**config.mk**
```make
export PLATFORM = sky130hd
export DESIGN_NAME = tlv_record_validator
export DESIGN_NICKNAME = d
export VERILOG_FILES = /design/src/design/tlvv_pkg.sv /design/src/design/tlv_record_validator.sv /design/src/design/tlvv_front.sv /design/src/design/tlvv_queue.sv /design/src/design/tlvv_back.sv
export SDC_FILE = /design/constraint.sdc
export NUM_CORES = 1
export LEC_CHECK = 0
export BUFFER_PORTS_ARGS = -buffer_cell sky130_fd_sc_hd__buf_2
export CAP_MARGIN = 40
export CELL_PAD_IN_SITES_DETAIL_PLACEMENT = 2
export CELL_PAD_IN_SITES_GLOBAL_PLACEMENT = 2
export CORE_MARGIN = 8
export CORE_UTILIZATION = 37
export CTS_CLUSTER_SIZE = 28
export DETAILED_ROUTE_END_ITERATION = 8
export HOLD_SLACK_MARGIN = 0.1
export MAX_ROUTING_LAYER = met4
export PLACE_DENSITY = 0.73
export SKIP_LAST_GASP = 1
export SYNTH_ARGS = -nofsm -noshare
export SYNTH_HDL_FRONTEND = slang
export SYNTH_SLANG_ARGS = --single-unit
```
**constraint.sdc**
```tcl
create_clock -name i_clk -period 4.99 [get_ports i_clk]
set_input_delay 1.2475 -clock i_clk [delete_from_list [all_inputs] [get_ports i_clk]]
set_output_delay 1.2475 -clock i_clk [all_outputs]
set_load 0.005 [all_outputs]
```
**src/design/tlvv_pkg.sv**
```systemverilog
// Package for the TLV record validator: payload structs, status codes,
// queue sizing and the small modulo-13 reduction helper.
// No dependencies.
`default_nettype none
package tlvv_pkg;

    // Status codes carried in the result beat.
    localparam logic [2:0] ST_OK       = 3'd0;
    localparam logic [2:0] ST_SHORT    = 3'd1;
    localparam logic [2:0] ST_UNKNOWN  = 3'd2;
    localparam logic [2:0] ST_BADLEN   = 3'd3;
    localparam logic [2:0] ST_TOOLARGE = 3'd4;
    localparam logic [2:0] ST_TERM     = 3'd5;
    localparam logic [2:0] ST_CHECKSUM = 3'd6;

    // Record types.
    localparam logic [7:0] TYPE_FLAG    = 8'h01;
    localparam logic [7:0] TYPE_INTEGER = 8'h02;
    localparam logic [7:0] TYPE_COMPLEX = 8'h03;

    localparam logic [7:0] TERMINATOR_BYTE = 8'hff;
    localparam logic [7:0] INTEGER_LENGTH  = 8'd4;
    localparam logic [8:0] POS_MAX         = 9'd511;
    localparam logic [8:0] HEADER_BYTES    = 9'd2;

    // Configuration register indexes and reset values.
    localparam logic CFG_INTEGER_LIMIT      = 1'b0;
    localparam logic CFG_COMPLEX_MIN_LENGTH = 1'b1;
    localparam logic [31:0] INTEGER_LIMIT_RESET      = 32'd1000000;
    localparam logic [7:0]  COMPLEX_MIN_LENGTH_RESET = 8'd10;

    // Summary queue between the front and the back.
    localparam int QDEPTH = 2;
    localparam int QPTR_W = (QDEPTH > 1) ? $clog2(QDEPTH) : 1;
    localparam int QCNT_W = $clog2(QDEPTH + 1);

    typedef struct packed {
        logic [7:0] data_byte;
        logic       last_byte;
    } t_item;

    typedef struct packed {
        logic [2:0] status;
        logic [8:0] consumed;
        logic [7:0] record_type;
        logic [7:0] record_length;
    } t_result;

    // Everything the back needs to judge one finished buffer.
    typedef struct packed {
        logic [8:0]  byte_count;
        logic [7:0]  rtype;
        logic [7:0]  rlength;
        logic [3:0]  residue;
        logic [31:0] value;
        logic        term_seen;
    } t_summary;

    // Push side of the summary queue.
    typedef struct packed {
        logic     push;
        t_summary data;
    } t_sum_push;

    // Reduce a value below 78 to its residue modulo 13 by compare and subtract.
    function automatic logic [3:0] mod13_small(input logic [6:0] v);
        logic [6:0] r;
        if (v >= 7'd65) begin
            r = v - 7'd65;
        end else if (v >= 7'd52) begin
            r = v - 7'd52;
        end else if (v >= 7'd39) begin
            r = v - 7'd39;
        end else if (v >= 7'd26) begin
            r = v - 7'd26;
        end else if (v >= 7'd13) begin
            r = v - 7'd13;
        end else begin
            r = v;
        end
        return r[3:0];
    endfunction

endpackage
`default_nettype wire

```
**src/design/tlv_record_validator.sv**
```systemverilog
// TLV record validator top level: front byte tracker, summary queue and
// judging back end with its output register.
// Depends on tlvv_pkg, tlvv_front, tlvv_queue and tlvv_back.
//
// Usage:
//   Input channel: drive i_item (data_byte, last_byte) and raise push; a beat
//   is taken at each edge with push high and full low. One byte per beat,
//   with last_byte set on the final byte of each buffer.
//   Result channel: while empty is low, o_result holds the oldest result;
//   raising pop takes it. Exactly one result follows each last byte.
//   Configuration: i_cfg_we writes i_cfg_wdata to register i_cfg_idx
//   (0 integer limit, 1 complex minimum length) at the clock edge; write
//   only while no buffer is in flight.
// Timing:
//   One byte per cycle sustained while full stays low. The summary of a
//   buffer enters the queue at the edge that takes its last byte and moves
//   on to the output register once the register is free.
//   The front summarizes a buffer in a single per-byte update.
// Stalls and reset:
//   When pop stays low, the output register and the two-entry summary queue
//   fill; full rises only once the queue is full. Synchronous reset clears
//   the record state, empties the queue and restores the register defaults.
`default_nettype none
module tlv_record_validator (
    input  wire logic              i_clk,
    input  wire logic              i_rst_n,
    input  wire logic              i_cfg_we,
    input  wire logic              i_cfg_idx,
    input  wire logic [31:0]       i_cfg_wdata,
    input  wire logic              push,
    output logic                   full,
    input  wire tlvv_pkg::t_item   i_item,
    output logic                   empty,
    input  wire logic              pop,
    output tlvv_pkg::t_result      o_result
);
    import tlvv_pkg::*;

    t_sum_push sum_push;
    t_summary  q_head;
    logic      q_full;
    logic      q_empty;
    logic      head_take;
    logic      in_accept;

    assign full      = q_full;
    assign in_accept = push && !q_full;

    // Byte tracker.
    tlvv_front u_front (
        .i_clk    (i_clk),
        .i_rst_n  (i_rst_n),
        .i_accept (in_accept),
        .i_item   (i_item),
        .o_sum    (sum_push)
    );

    // Summary queue.
    tlvv_queue u_queue (
        .i_clk   (i_clk),
        .i_rst_n (i_rst_n),
        .i_sum   (sum_push),
        .i_pop   (head_take),
        .o_full  (q_full),
        .o_empty (q_empty),
        .o_head  (q_head)
    );

    // Judge and output register.
    tlvv_back u_back (
        .i_clk        (i_clk),
        .i_rst_n      (i_rst_n),
        .i_cfg_we     (i_cfg_we),
        .i_cfg_idx    (i_cfg_idx),
        .i_cfg_wdata  (i_cfg_wdata),
        .i_head_valid (!q_empty),
        .i_head       (q_head),
        .o_head_take  (head_take),
        .i_pop        (pop),
        .o_empty      (empty),
        .o_result     (o_result)
    );

    // The block holds no result right after reset.
    a_empty_after_reset: assert property (@(posedge i_clk)
        !i_rst_n |=> empty)
        else $error("result shown right after reset");

    // A nonzero consumed count only comes with an ok status.
    a_consumed_only_ok: assert property (@(posedge i_clk) disable iff (!i_rst_n)
        (!empty && o_result.consumed != 9'd0) |-> (o_result.status == ST_OK))
        else $error("consumed count on a failed record");

    // An ok record consumes its header and its full payload.
    a_ok_consumed: assert property (@(posedge i_clk) disable iff (!i_rst_n)
        (!empty && o_result.status == ST_OK)
        |-> (o_result.consumed == HEADER_BYTES + {1'b0, o_result.record_length}))
        else $error("ok record with wrong consumed count");

    // A summary waits in the queue only if the output register is occupied.
    a_queue_drains: assert property (@(posedge i_clk) disable iff (!i_rst_n)
        (!q_empty && !head_take) |-> !empty)
        else $error("summary held back while output register is free");

endmodule
`default_nettype wire

```
**src/design/tlvv_front.sv**
```systemverilog
// Front of the TLV validator: takes one buffer byte per beat, keeps the
// running record state and hands a summary to the queue on the last byte.
// Depends on tlvv_pkg.
`default_nettype none
module tlvv_front (
    input  wire logic              i_clk,
    input  wire logic              i_rst_n,
    input  wire logic              i_accept,
    input  wire tlvv_pkg::t_item   i_item,
    output tlvv_pkg::t_sum_push    o_sum
);
    import tlvv_pkg::*;

    logic [8:0]  r_pos,  n_pos;
    logic [7:0]  r_type, n_type;
    logic [7:0]  r_len,  n_len;
    logic [3:0]  r_res,  n_res;
    logic [31:0] r_acc,  n_acc;
    logic        r_term, n_term;

    logic [8:0]  pay_idx;
    logic        in_payload;
    logic [6:0]  res_sum;
    logic [7:0]  b;

    // Per-byte update of the record state.
    always_comb begin
        b       = i_item.data_byte;
        n_pos   = (r_pos < POS_MAX) ? r_pos + 9'd1 : r_pos;
        n_type  = r_type;
        n_len   = r_len;
        n_res   = r_res;
        n_acc   = r_acc;
        n_term  = r_term;
        pay_idx = r_pos - HEADER_BYTES;
        in_payload = (r_pos >= HEADER_BYTES) && (pay_idx < {1'b0, r_len});
        // 16 is 3 modulo 13, so the high nibble counts three times.
        res_sum = 7'({2'b00, b[7:4], 1'b0}) + 7'({3'b000, b[7:4]})
                + 7'({3'b000, b[3:0]}) + 7'({3'b000, r_res});
        if (r_pos == 9'd0) begin
            n_type = b;
        end else if (r_pos == 9'd1) begin
            n_len = b;
        end else if (in_payload) begin
            if (pay_idx < 9'd4) begin
                n_acc = r_acc | (32'(b) << {pay_idx[1:0], 3'b000});
            end
            if (b == TERMINATOR_BYTE) begin
                n_term = 1'b1;
            end
            n_res = mod13_small(res_sum);
        end
    end

    // The summary carries the state with the last byte applied.
    always_comb begin
        o_sum.push           = i_accept && i_item.last_byte;
        o_sum.data.byte_count = n_pos;
        o_sum.data.rtype     = n_type;
        o_sum.data.rlength   = n_len;
        o_sum.data.residue   = n_res;
        o_sum.data.value     = n_acc;
        o_sum.data.term_seen = n_term;
    end

    // State registers; the last byte clears them for the next buffer.
    always_ff @(posedge i_clk) begin
        if (!i_rst_n || (i_accept && i_item.last_byte)) begin
            r_pos  <= '0;
            r_type <= '0;
            r_len  <= '0;
            r_res  <= '0;
            r_acc  <= '0;
            r_term <= 1'b0;
        end else if (i_accept) begin
            r_pos  <= n_pos;
            r_type <= n_type;
            r_len  <= n_len;
            r_res  <= n_res;
            r_acc  <= n_acc;
            r_term <= n_term;
        end
    end

endmodule
`default_nettype wire

```
**src/design/tlvv_queue.sv**
```systemverilog
// Short queue of buffer summaries between the front and the back.
// Depends on tlvv_pkg for the summary type and the queue depth.
`default_nettype none
module tlvv_queue (
    input  wire logic                i_clk,
    input  wire logic                i_rst_n,
    input  wire tlvv_pkg::t_sum_push i_sum,
    input  wire logic                i_pop,
    output logic                     o_full,
    output logic                     o_empty,
    output tlvv_pkg::t_summary       o_head
);
    import tlvv_pkg::*;

    t_summary            r_mem [QDEPTH];
    logic [QPTR_W-1:0]   r_wr_ptr;
    logic [QPTR_W-1:0]   r_rd_ptr;
    logic [QCNT_W-1:0]   r_count;
    logic                do_push;
    logic                do_pop;

    assign o_full  = (r_count == QCNT_W'(QDEPTH));
    assign o_empty = (r_count == '0);
    assign o_head  = r_mem[r_rd_ptr];
    assign do_push = i_sum.push && !o_full;
    assign do_pop  = i_pop && !o_empty;

    function automatic logic [QPTR_W-1:0] ptr_next(input logic [QPTR_W-1:0] p);
        return (p == QPTR_W'(QDEPTH - 1)) ? '0 : p + 1'b1;
    endfunction

    // Storage.
    always_ff @(posedge i_clk) begin
        if (do_push) begin
            r_mem[r_wr_ptr] <= i_sum.data;
        end
    end

    // Pointers and fill count.
    always_ff @(posedge i_clk) begin
        if (!i_rst_n) begin
            r_wr_ptr <= '0;
            r_rd_ptr <= '0;
            r_count  <= '0;
        end else begin
            if (do_push) begin
                r_wr_ptr <= ptr_next(r_wr_ptr);
            end
            if (do_pop) begin
                r_rd_ptr <= ptr_next(r_rd_ptr);
            end
            if (do_push && !do_pop) begin
                r_count <= r_count + 1'b1;
            end else if (do_pop && !do_push) begin
                r_count <= r_count - 1'b1;
            end
        end
    end

endmodule
`default_nettype wire

```
**src/design/tlvv_back.sv**
```systemverilog
// Back of the TLV validator: holds the configuration registers, judges
// the summary at the queue head and keeps the result in an output register.
// Depends on tlvv_pkg.
`default_nettype none
module tlvv_back (
    input  wire logic               i_clk,
    input  wire logic               i_rst_n,
    input  wire logic               i_cfg_we,
    input  wire logic               i_cfg_idx,
    input  wire logic [31:0]        i_cfg_wdata,
    input  wire logic               i_head_valid,
    input  wire tlvv_pkg::t_summary i_head,
    output logic                    o_head_take,
    input  wire logic               i_pop,
    output logic                    o_empty,
    output tlvv_pkg::t_result       o_result
);
    import tlvv_pkg::*;

    logic [31:0] r_integer_limit;
    logic [7:0]  r_complex_min_length;
    logic        r_out_valid;
    t_result     r_out;
    t_result     n_out;
    logic [8:0]  need;
    logic        short_rec;
    logic [2:0]  st;

    // Configuration registers.
    always_ff @(posedge i_clk) begin
        if (!i_rst_n) begin
            r_integer_limit      <= INTEGER_LIMIT_RESET;
            r_complex_min_length <= COMPLEX_MIN_LENGTH_RESET;
        end else if (i_cfg_we) begin
            unique case (i_cfg_idx)
                CFG_INTEGER_LIMIT:      r_integer_limit      <= i_cfg_wdata;
                CFG_COMPLEX_MIN_LENGTH: r_complex_min_length <= i_cfg_wdata[7:0];
                default: ;
            endcase
        end
    end

    // Judge the head summary in the order the checks are defined.
    always_comb begin
        need      = HEADER_BYTES + {1'b0, i_head.rlength};
        short_rec = (i_head.byte_count < need);
        if (i_head.byte_count < HEADER_BYTES) begin
            st = ST_SHORT;
        end else if (i_head.rtype == TYPE_FLAG) begin
            if (i_head.rlength == 8'd0)  st = ST_BADLEN;
            else if (short_rec)          st = ST_SHORT;
            else                         st = ST_OK;
        end else if (i_head.rtype == TYPE_INTEGER) begin
            if (i_head.rlength != INTEGER_LENGTH)     st = ST_BADLEN;
            else if (short_rec)                       st = ST_SHORT;
            else if (i_head.value > r_integer_limit)  st = ST_TOOLARGE;
            else                                      st = ST_OK;
        end else if (i_head.rtype == TYPE_COMPLEX) begin
            if (i_head.rlength < r_complex_min_length) st = ST_BADLEN;
            else if (short_rec)                        st = ST_SHORT;
            else if (i_head.term_seen)                 st = ST_TERM;
            else if (i_head.residue != 4'd0)           st = ST_CHECKSUM;
            else                                       st = ST_OK;
        end else begin
            st = ST_UNKNOWN;
        end
        n_out.status        = st;
        n_out.consumed      = (st == ST_OK) ? need : 9'd0;
        n_out.record_type   = i_head.rtype;
        n_out.record_length = i_head.rlength;
    end

    // Output register loads from a valid queue head whenever it is free or being drained.
    assign o_head_take = i_head_valid && (!r_out_valid || i_pop);
    assign o_empty     = !r_out_valid;
    assign o_result    = r_out;

    always_ff @(posedge i_clk) begin
        if (!i_rst_n) begin
            r_out_valid <= 1'b0;
        end else if (o_head_take) begin
            r_out_valid <= 1'b1;
        end else if (i_pop) begin
            r_out_valid <= 1'b0;
        end
    end

    always_ff @(posedge i_clk) begin
        if (o_head_take) begin
            r_out <= n_out;
        end
    end

endmodule
`default_nettype wire
```
Yosys cells after proc, flatten, opt, wreduce, memory -nomap -nowiden
Memories as Yosys holds them, arrays and structs flattened. A register that Yosys moved wholly into a read port is not among the register bits.
Index checks and enable logic that the tools add are counted.
{"block": "word_totals", "word_cells": 123, "mem_count": 1, "output_inout_bits": 30, "regBits": 135, "romBits": 0, "in_bits": 47, "latchBits": 0, "ram_bits": 124}
{"name": "u_queue.r_mem", "words": 2, "word_bits": 62, "rd": 1, "rd_ports_with_merged_regs": 1, "wr": 1, "line": "tlvv_queue.sv:15", "source": "t_summary r_mem [QDEPTH];"}
{"block": "op_classes", "muxes": 43, "reduce_logical": 25, "n_mul": 0, "shift": 1, "eq_ne": 7, "add_sub_neg": 15, "div_mod_pow": 0, "n_bitwise": 2, "n_lt_le_gt_ge": 13}
{"op": "$mux 32", "count": 4}
{"op": "$mux 3", "count": 12}
{"op": "$gt 32x32->1", "count": 1}
{"op": "$mux 4", "count": 8}
{"op": "$or 32x32->32", "count": 1}
{"op": "$shl 8x5->32", "count": 1}
{"op": "$mux 8", "count": 3}
{"op": "$eq 8x2->1 const B", "count": 2}
{"op": "$add 7x4->7", "count": 2}
{"op": "$ge 7x6->1 const B", "count": 2}
{"op": "$mux 1", "count": 13}
{"op": "$add 2x8->9 const A", "count": 1}
{"op": "$add 9x1->9 const B", "count": 1}
{"op": "$eq 9x1->1 const B", "count": 1}
{"op": "$ge 9x2->1 const B", "count": 1}
{"op": "$logic_not 9->1", "count": 1}
{"op": "$lt 9x2->1 const B", "count": 1}
{"op": "$lt 9x3->1 const B", "count": 1}
{"op": "$lt 9x8->1", "count": 1}
{"op": "$lt 9x9->1", "count": 1}
{"op": "$lt 9x9->1 const B", "count": 1}
{"op": "$mux 9", "count": 1}
{"op": "$sub 9x2->9 const B", "count": 1}
{"op": "$eq 8x1->1 const B", "count": 1}
{"op": "25 further kinds", "count": 44}

Depth between registers and ports, before layout
Gate-level depths: netlist of the first run.
{"block": "logic_depth", "word_depth": 12, "ltp_mapped": 19, "mapped_depth_nobuf": 18}

By module
Synthesis of the first run repeated with hierarchy kept, for this count alone.
{"block": "hier_totals", "hier_cells": 1164, "hier_area_um2": 12968.7}
{"module": "tlvv_queue", "n_inst": 1, "seq_area_each_um2": 3823.7, "cells_each": 218, "area_per_inst_um2": 4705.8}
{"module": "tlvv_front", "n_inst": 1, "seq_area_each_um2": 1241.2, "cells_each": 514, "area_per_inst_um2": 4347.9}
{"module": "tlvv_back", "n_inst": 1, "seq_area_each_um2": 1661.6, "cells_each": 430, "area_per_inst_um2": 3897.5}
{"module": "tlv_record_validator", "n_inst": 1, "seq_area_each_um2": 0.0, "cells_each": 2, "area_per_inst_um2": 17.5}

Least setup slack after synthesis of the first run
Ideal clock, no wire load.
{"block": "synth_path", "path_kind": "input-to-reg", "startpoint": "input i_item[5] (netlist bit)", "endpoint": "memory u_queue.r_mem[0][33] (netlist bit) (data pin)", "cell_stages": 13, "setup_slack_ns": -0.106, "required_ns": 4.728, "setup_ns": 0.262, "path_buffers": 0, "arrival_ns": 4.834, "path_cell_list": "ha_1 > inv_1 > fa_1 > fa_1 > fa_1 > inv_1 > ha_1 > a211oi_1 > o2111ai_1 > and2_1 > a221oi_1 > xnor2_1 > mux2_2"}
{"item": "start: declaration", "line": "tlv_record_validator.sv:32", "source": "input wire tlvv_pkg::t_item i_item,"}
{"item": "end: declaration", "line": "tlvv_queue.sv:15"}

==> results of run 1 <==
==> placed cells by master, fill, tap and decap left out, types with 9 or more instances in the layout <==
cell / Yosys / final
a22o_1: 32 / 32
mux2i_1: 14 / 14
nand2b_1: 12 / 12
edfxtp_1: 152 / 152
xor2_1: 12 / 12
o211ai_1: 16 / 16
a21o_1: 47 / 47
nand2_1: 121 / 121
a21boi_0: 35 / 34
and3_1: 18 / 17
buf_2: 8 / 76
nor2_1: 70 / 68
o21ai_0: 33 / 33
inv_1: 86 / 86
clkbuf_16: 0 / 27
nor3_1: 11 / 11
ha_1: 84 / 83
and2_1: 9 / 9
a21oi_1: 40 / 40
mux2_2: 53 / 53
xnor2_1: 22 / 22
buf_4: 2 / 75
nand3_1: 16 / 16
nand4_1: 10 / 10
dfxtp_1: 108 / 107
==> sequential cells by signal, indices dropped and copies added (netlist names), named ones only <==
name                         cells
u_back.r_complex_min_length      8
u_queue.r_rd_ptr                 1
u_front.r_term                   1
u_front.r_res                    4
u_back.r_integer_limit          32
u_front.r_type                   8
u_front.r_len                    8
u_back.o_result                 28
u_queue.r_wr_ptr                 1
u_front.r_acc                   32
u_back.r_out_valid               1
u_queue.r_count                  2
u_front.r_pos                    9
u_queue.r_mem                  124
==> area by class of cell <==
class                   instances  area (sq um)
well taps                     455           569
clock buffers                  31           701
diodes                          3          7.51
repair buffers                153           991
flip-flops and latches        260          6730
clock inverters                18           293
fillers                      3576         19200
inverters                      87           327
multi-input cells             773          5780
==> power groups by stage <==
stage          combinational [mW]  clock [mW]  sequential [mW]
2_1_floorplan                1.25           0             2.63
3_3_place_gp                 1.89           0             2.65
3_5_place_dp                 1.97           0             2.67
4_1_cts                      2.02        2.33             2.63
5_1_grt                      2.20        2.41             2.64
6_report                     1.99        2.28             2.62
==> stage by stage <==
stage	instance area, sq um	hold slack, ns	util
finish	15400	0.469	0.445
CTS	15400	0.475	0.444
floorplan	13100	0.441	-
global placement	14400	0.454	0.415
detailed placement	14400	0.464	0.416
global route	15400	0.491	0.445
==> critical path, stage by stage <==
cell,delay (ns)
buf_2,0.12
ha_1,0.19
inv_1,0.07
fa_1,0.44
fa_1,0.55
fa_2,0.63
inv_1,0.11
ha_1,0.21
a211oi_1,0.29
o2111ai_1,0.20
and2_1,0.24
a221oi_1,0.36
xnor2_1,0.16
mux2_2,0.30
==> layer usage <==
layer  global-route usage  vias up
li1                     -     4497
met1                0.240     4751
met2                0.335      131
met3               0.0308       47
met4               0.0427        0
met5                    -        -
==> timing repair <==
item,in CTS,in global routing
endpoints found under the setup margin,0,6
setup buffers,0,0
hold buffers,0,0
resized for setup,0,3
==> cells by family (layout without fill, tap and decap cells) <==
kind of cell | after synthesis | in the layout | synth area share
fa+ha+maj | 90 | 90 | 0.0898
other cells | 0 | 3 | 0
compound gates | 263 | 263 | 0.144
mux | 71 | 71 | 0.0616
xor+xnor | 35 | 35 | 0.0241
simple gates | 314 | 314 | 0.120
buf+inv | 139 | 289 | 0.0445
flops | 260 | 260 | 0.516
==> worst min-delay path by stage <==
stage                                               from                        endpoint  slack [ns]  cells past startpoint
after detailed placement      u_back.r_integer_limit[12]      u_back.r_integer_limit[12]        0.46                      2
final                         u_back.r_integer_limit[24]      u_back.r_integer_limit[24]        0.47                      2
after CTS                     u_back.r_integer_limit[22]      u_back.r_integer_limit[22]        0.48                      2
after global routing          u_back.r_integer_limit[22]      u_back.r_integer_limit[22]        0.49                      2
after global placement    u_back.r_complex_min_length[4]  u_back.r_complex_min_length[4]        0.45                      2
after floorplan           u_back.r_complex_min_length[0]  u_back.r_complex_min_length[0]        0.44                      2
==> impl_results.md, run 1 <==
- Root Driver: clkbuf_16
- Worst Max-Slew Pin Slew: 0.891 ns
- Count of pins over their slew limit: 0
- Via count: 9,426
- Synth cell count leaders: edfxtp_1, nand2_1, dfxtp_1
- Worst-path clk slew: 0.06 ns
- Sequential-to-total area share from yosys stat: 0.516
- Comb pwr share: 0.289
- Cell area after synthesis: 13,000 sq um
- Final critical-path required period: 4.85 ns
- Skew-Pair Late Insertion Delay: 0.54 ns
- Final clock skew: 0.0178 ns
- Fmax achieved: 206 MHz
- PortBufs: 76
- R2R depth: 11
- Starting density of the core: 0.377
- Ys Warns: 0
- Site row count: 68
- EDFF count, synth: 152
- Final HPWL DP: 29,500 um
- Synthesized Nets: 1,309
- Met3 Wirelength: 1300 um
- Chip width: 204 um
- Via-to-Cell Ratio: 5.30
- Run status: complete, no violations
- Max Cap Viol: 0
- Ranking of synthesized cells by area: edfxtp_1, dfxtp_1, ha_1
- Met2 WL post-DR: 20,000 um
- Max layer used: met4
- Register share of total power: 0.380
- Area Overhead vs Synth: 18.0%
- DRT antenna net count: 0
- DRT Pass-1 Iters: 6
- Post-route DRC violation count: 0
- WL/cell: 22.5 um
- Asr flop ratio synth: 0
- Synthesized area per cell: 11.1 sq um
- Final period util: 0.971
- Mapped Cells: 1,172
- Sw power: 2.13 mW
- #FFs+latches synth: 260
- CTS tree: done
- Initial antenna violation count: 3
- Worst Path Required: 5.27 ns
- Kind of critical path: in2reg
- Cell Pwr Density: 448 nW/um^2
- Crit path from: i_item[6]
- Setup TNS: 0 ns
- Slew HR: 0.406
- Worst R2R End: u_back.o_result[17]
- CP Capture Point: u_queue.r_mem[1][33]
- CTS max path bufs: 3
- Clk pwr share: 0.331
- Sink Count: 260
- Final hold viol count: 0
- Die ar.: 41,500 sq um
- Total Wirelength: 40,000 um
- Vias in the first global route: 10,500
- Internal power: 4.77 mW
- CP startpoint kind: input pin
- Net Sw Frac: 0.309
- Total core area: 34,600 sq um
- GR Overflow Total: 0
- Hold Crit Class: reg2reg
- Max IR drop VDD: 278 uV
- Global-route wire length before repair: 62,200 um
- Pin count of the biggest net entering global routing: 49
- Final Non-Filler Cells: 1,780
- Critical Path AT: 5.12 ns
- Final setup vio count: 0
- Total Routing Usage GR: 0.195
- Die Span Y: 204 um
- Wl on met1: 18,000 um
- I/O pins: 77
- Critical path fanouts, max: 5
- Final nets: 1,439
- Worst setup margin: 0.143 ns
- Most frequent cell after synthesis: edfxtp_1
- Placed cell count: 1,728
- H-tree levels: 1
- Worst setup EP type: flip-flop
- Share of cells above drive strength 1: 0.216
- Final Wtd Congestion: 0.837
- CTS Buf Count: 27
- Synth cell types: 85
- Iter 0 DRT Violations: 341
- Static leakage: 6.31 nW
- Top cell type's share of synthesized area: 0.350
- Pre-CTS setup slack: -0.402 ns
- Main flop type after synthesis: edfxtp_1
- Largest area contributor in the netlist: edfxtp_1
- Overall power after layout: 6.90 mW
- Worst reg2reg setup slack: 0.71 ns
No activity file was read; power rests on OpenSTA's default activity.
==> run 2, diff against run 1 <==
BUFFER_PORTS_ARGS = -buffer_cell sky130_fd_sc_hd__clkbuf_2   (was -buffer_cell sky130_fd_sc_hd__buf_2)
SYNTH_HIERARCHICAL = 1   (was not set)
==> impl_results.md, run 2 <==
- Slew HR: 0.396
- Initial antenna violation count: 2
- Critical path's largest stage delay: 0.64 ns
- DRT antenna net count: 0
- Die Span Y: 203 um
- Largest area contributor in the netlist: edfxtp_1
- Dpl cell area: 14,000 sq um
- Multi-input gate area: 5630 sq um
- Mapped Cells: 1,164
- CP startpoint kind: input pin
- H-tree levels: 1
- Die ar.: 41,300 sq um
- Main flop type after synthesis: edfxtp_1
- Crit path cell chain: clkbuf_2 -> fa_1 -> inv_1 -> fa_1 -> inv_1 -> ha_2 -> fa_1 -> inv_8 -> ha_4 -> a211oi_4 -> nor3_1 -> a222oi_1 -> buf_4 -> buf_4 -> inv_2 -> buf_4 -> o221a_1 -> a311oi_1
- Critical path fanouts, max: 4
- Asr flop ratio synth: 0
- Final hold viol count: 0
- PortBufs: 76
- Total Wirelength: 37,600 um
- GR Overflow Total: 0
- I/O pins: 77
- # Post-CTS Setup Buffers: 0
- Max IR drop VDD: 201 uV
- CTS max path bufs: 3
- CTS resizes: 0
- Max Cap Viol: 0
- Total core area: 34,500 sq um
- EDFF count, synth: 152
- Sink Count: 260
- Kind of critical path: in2reg
- Synthesized Nets: 1,297
- Final critical-path required period: 4.82 ns
- Cell Pwr Density: 453 nW/um^2
- Synth cell count leaders: edfxtp_1, nand2_1, dfxtp_1
- Largest regs: u_queue/r_mem: 124 flops, u_back/r_integer_limit: 32 flops, u_front/r_acc: 32 flops
- Final Non-Filler Cells: 1,730
- CP delay by family, top: adder cells
- Static leakage: 6.00 nW
- Vias in the first global route: 10,200
- Storage cell area: 6730 sq um
- Placed cell count: 1,677
- Ys Warns: 6
- Most common cell after layout, fill and taps aside: edfxtp_1
- Worst setup EP type: flip-flop
- Area Overhead vs Synth: 15.1%
- CP Buf/Inv Count: 8
- Pin count of the biggest net entering global routing: 47
- Cell area after synthesis: 13,000 sq um
- Via count: 9,226
- Chip width: 203 um
- Final setup vio count: 0
- Global-route wire length before repair: 59,300 um
- Largest register FFs: 124
- CTS Buf Count: 27
- Final clock skew: 0.00938 ns
- Site row count: 68
- Via-to-Cell Ratio: 5.33
- Final period util: 0.967
- DRT Pass-1 Iters: 4
- Share of cells above drive strength 1: 0.220
- Iter 0 DRT Violations: 406
- Most frequent cell after synthesis: edfxtp_1
- Run status: complete, no violations
- Fmax achieved: 207 MHz
- Critical Path AT: 5.26 ns
- Final instance area: 14,900 sq um
- Worst-path clk slew: 0.07 ns
- Ranking of synthesized cells by area: edfxtp_1, dfxtp_1, ha_1
- Root Driver: clkbuf_16
- CTS tree: done
- Hold Crit Class: reg2reg
- WL/cell: 21.7 um
- Count of pins over their slew limit: 0
- Final nets: 1,385
- Worst Path Required: 5.42 ns
- Sequential-to-total area share from yosys stat: 0.519
- Top cell type's share of synthesized area: 0.352
- Synthesized area per cell: 11.1 sq um
- Post-route DRC violation count: 0
- Skew-Pair Late Insertion Delay: 0.54 ns
- Synth cell types: 77
- Worst Max-Slew Pin Slew: 0.897 ns
- Fill count: 3,579
- Largest reg by FF count: u_queue/r_mem
- Post-cts hold buffer count: 0
- Final Wtd Congestion: 0.882
- Slowest stage cell, crit path: fa_1
- Starting density of the core: 0.375
- Total Routing Usage GR: 0.185
- #FFs+latches synth: 260
- Final HPWL DP: 27,400 um
- Commonest non-fill, non-tap cells in the layout: edfxtp_1, nand2_1, dfxtp_1
==> run 2: changes by cell type after synthesis, sizes merged, moves of 8 or more <==
cell / before / now
nor2: 70 / 58
mux2i: 16 / 7
nand2: 121 / 142
o21ai: 36 / 28
nand3: 16 / 26
a21oi: 40 / 49
mux2: 55 / 71
buf: 15 / 25
==> run 2: path summary, 6_finish.rpt <==
path | slack (ns) | cells after the start | start | endpoint
worst min register to register | 0.47 | 2 | u_front/r_len[4] | u_front/r_len[4]
worst min-delay path | 0.47 | 2 | u_front/r_len[4] | u_front/r_len[4]
worst max register to register | 1.04 | 9 | flip-flop | u_back/o_result[18]
worst max-delay path | 0.17 | 18 | i_item[6] | u_front/r_res[1]
==> run 2: per-layer routing <==
layer | share of wire | GRT usage
met1 | 0.45 | 0.233
met2 | 0.49 | 0.315
met3 | 0.033 | 0.0236
met4 | 0.018 | 0.0435
met5 | 0 | -
==> run 2: per-stage QoR <==
step	setup TNS (ns)	util	setup WS [ns]	total power, mW	hold WS, ns
2_1_floorplan	-0.0999	-	-0.0499	4.06	0.436
3_5_place_dp	-4.20	0.406	-0.477	4.83	0.457
5_1_grt	-0.0175	0.432	-0.0140	7.15	0.494
6_report	0	0.432	0.166	6.77	0.467
4_1_cts	0	0.432	0.109	6.87	0.468
3_3_place_gp	-2.60	0.405	-0.299	4.71	0.443
==> run 2: tightest hold or removal path, stage by stage, from the launching register on <==
cell and delay, ns:
dfxtp_1 0.31, nand2_1 0.05, a21oi_1 0.06
==> run 2: cell type report <==
| class | count | area share |
|---|---|---|
| multi-input cells | 758 | 0.377 |
| clock buffers | 36 | 0.0546 |
| repair buffers | 124 | 0.0527 |
| diodes | 2 | 0.000335 |
| well taps | 455 | 0.0381 |
| inverters | 81 | 0.0212 |
| clock inverters | 14 | 0.00528 |
| flip-flops and latches | 260 | 0.451 |
==> run 2: cell families after synthesis <==
family                   Yosys count  synth area share
XOR/XNOR                          31            0.0215
multiplexers                      78            0.0671
adder cells (fa/ha/maj)           86            0.0876
flip-flops                       260             0.519
AO/OA/AOI/OAI                    250             0.139
AND/OR/NAND/NOR                  313             0.116
buffers and inverters            146            0.0506
==> run 2: power by group <==
group / switching, mW / internal [mW] / leakage (nW) / total [mW]
logic: 1.24 / 0.823 / 3.26 / 2.06
registers: 0.111 / 2.60 / 2.29 / 2.71
clock network: 0.846 / 1.15 / 0.441 / 1.99
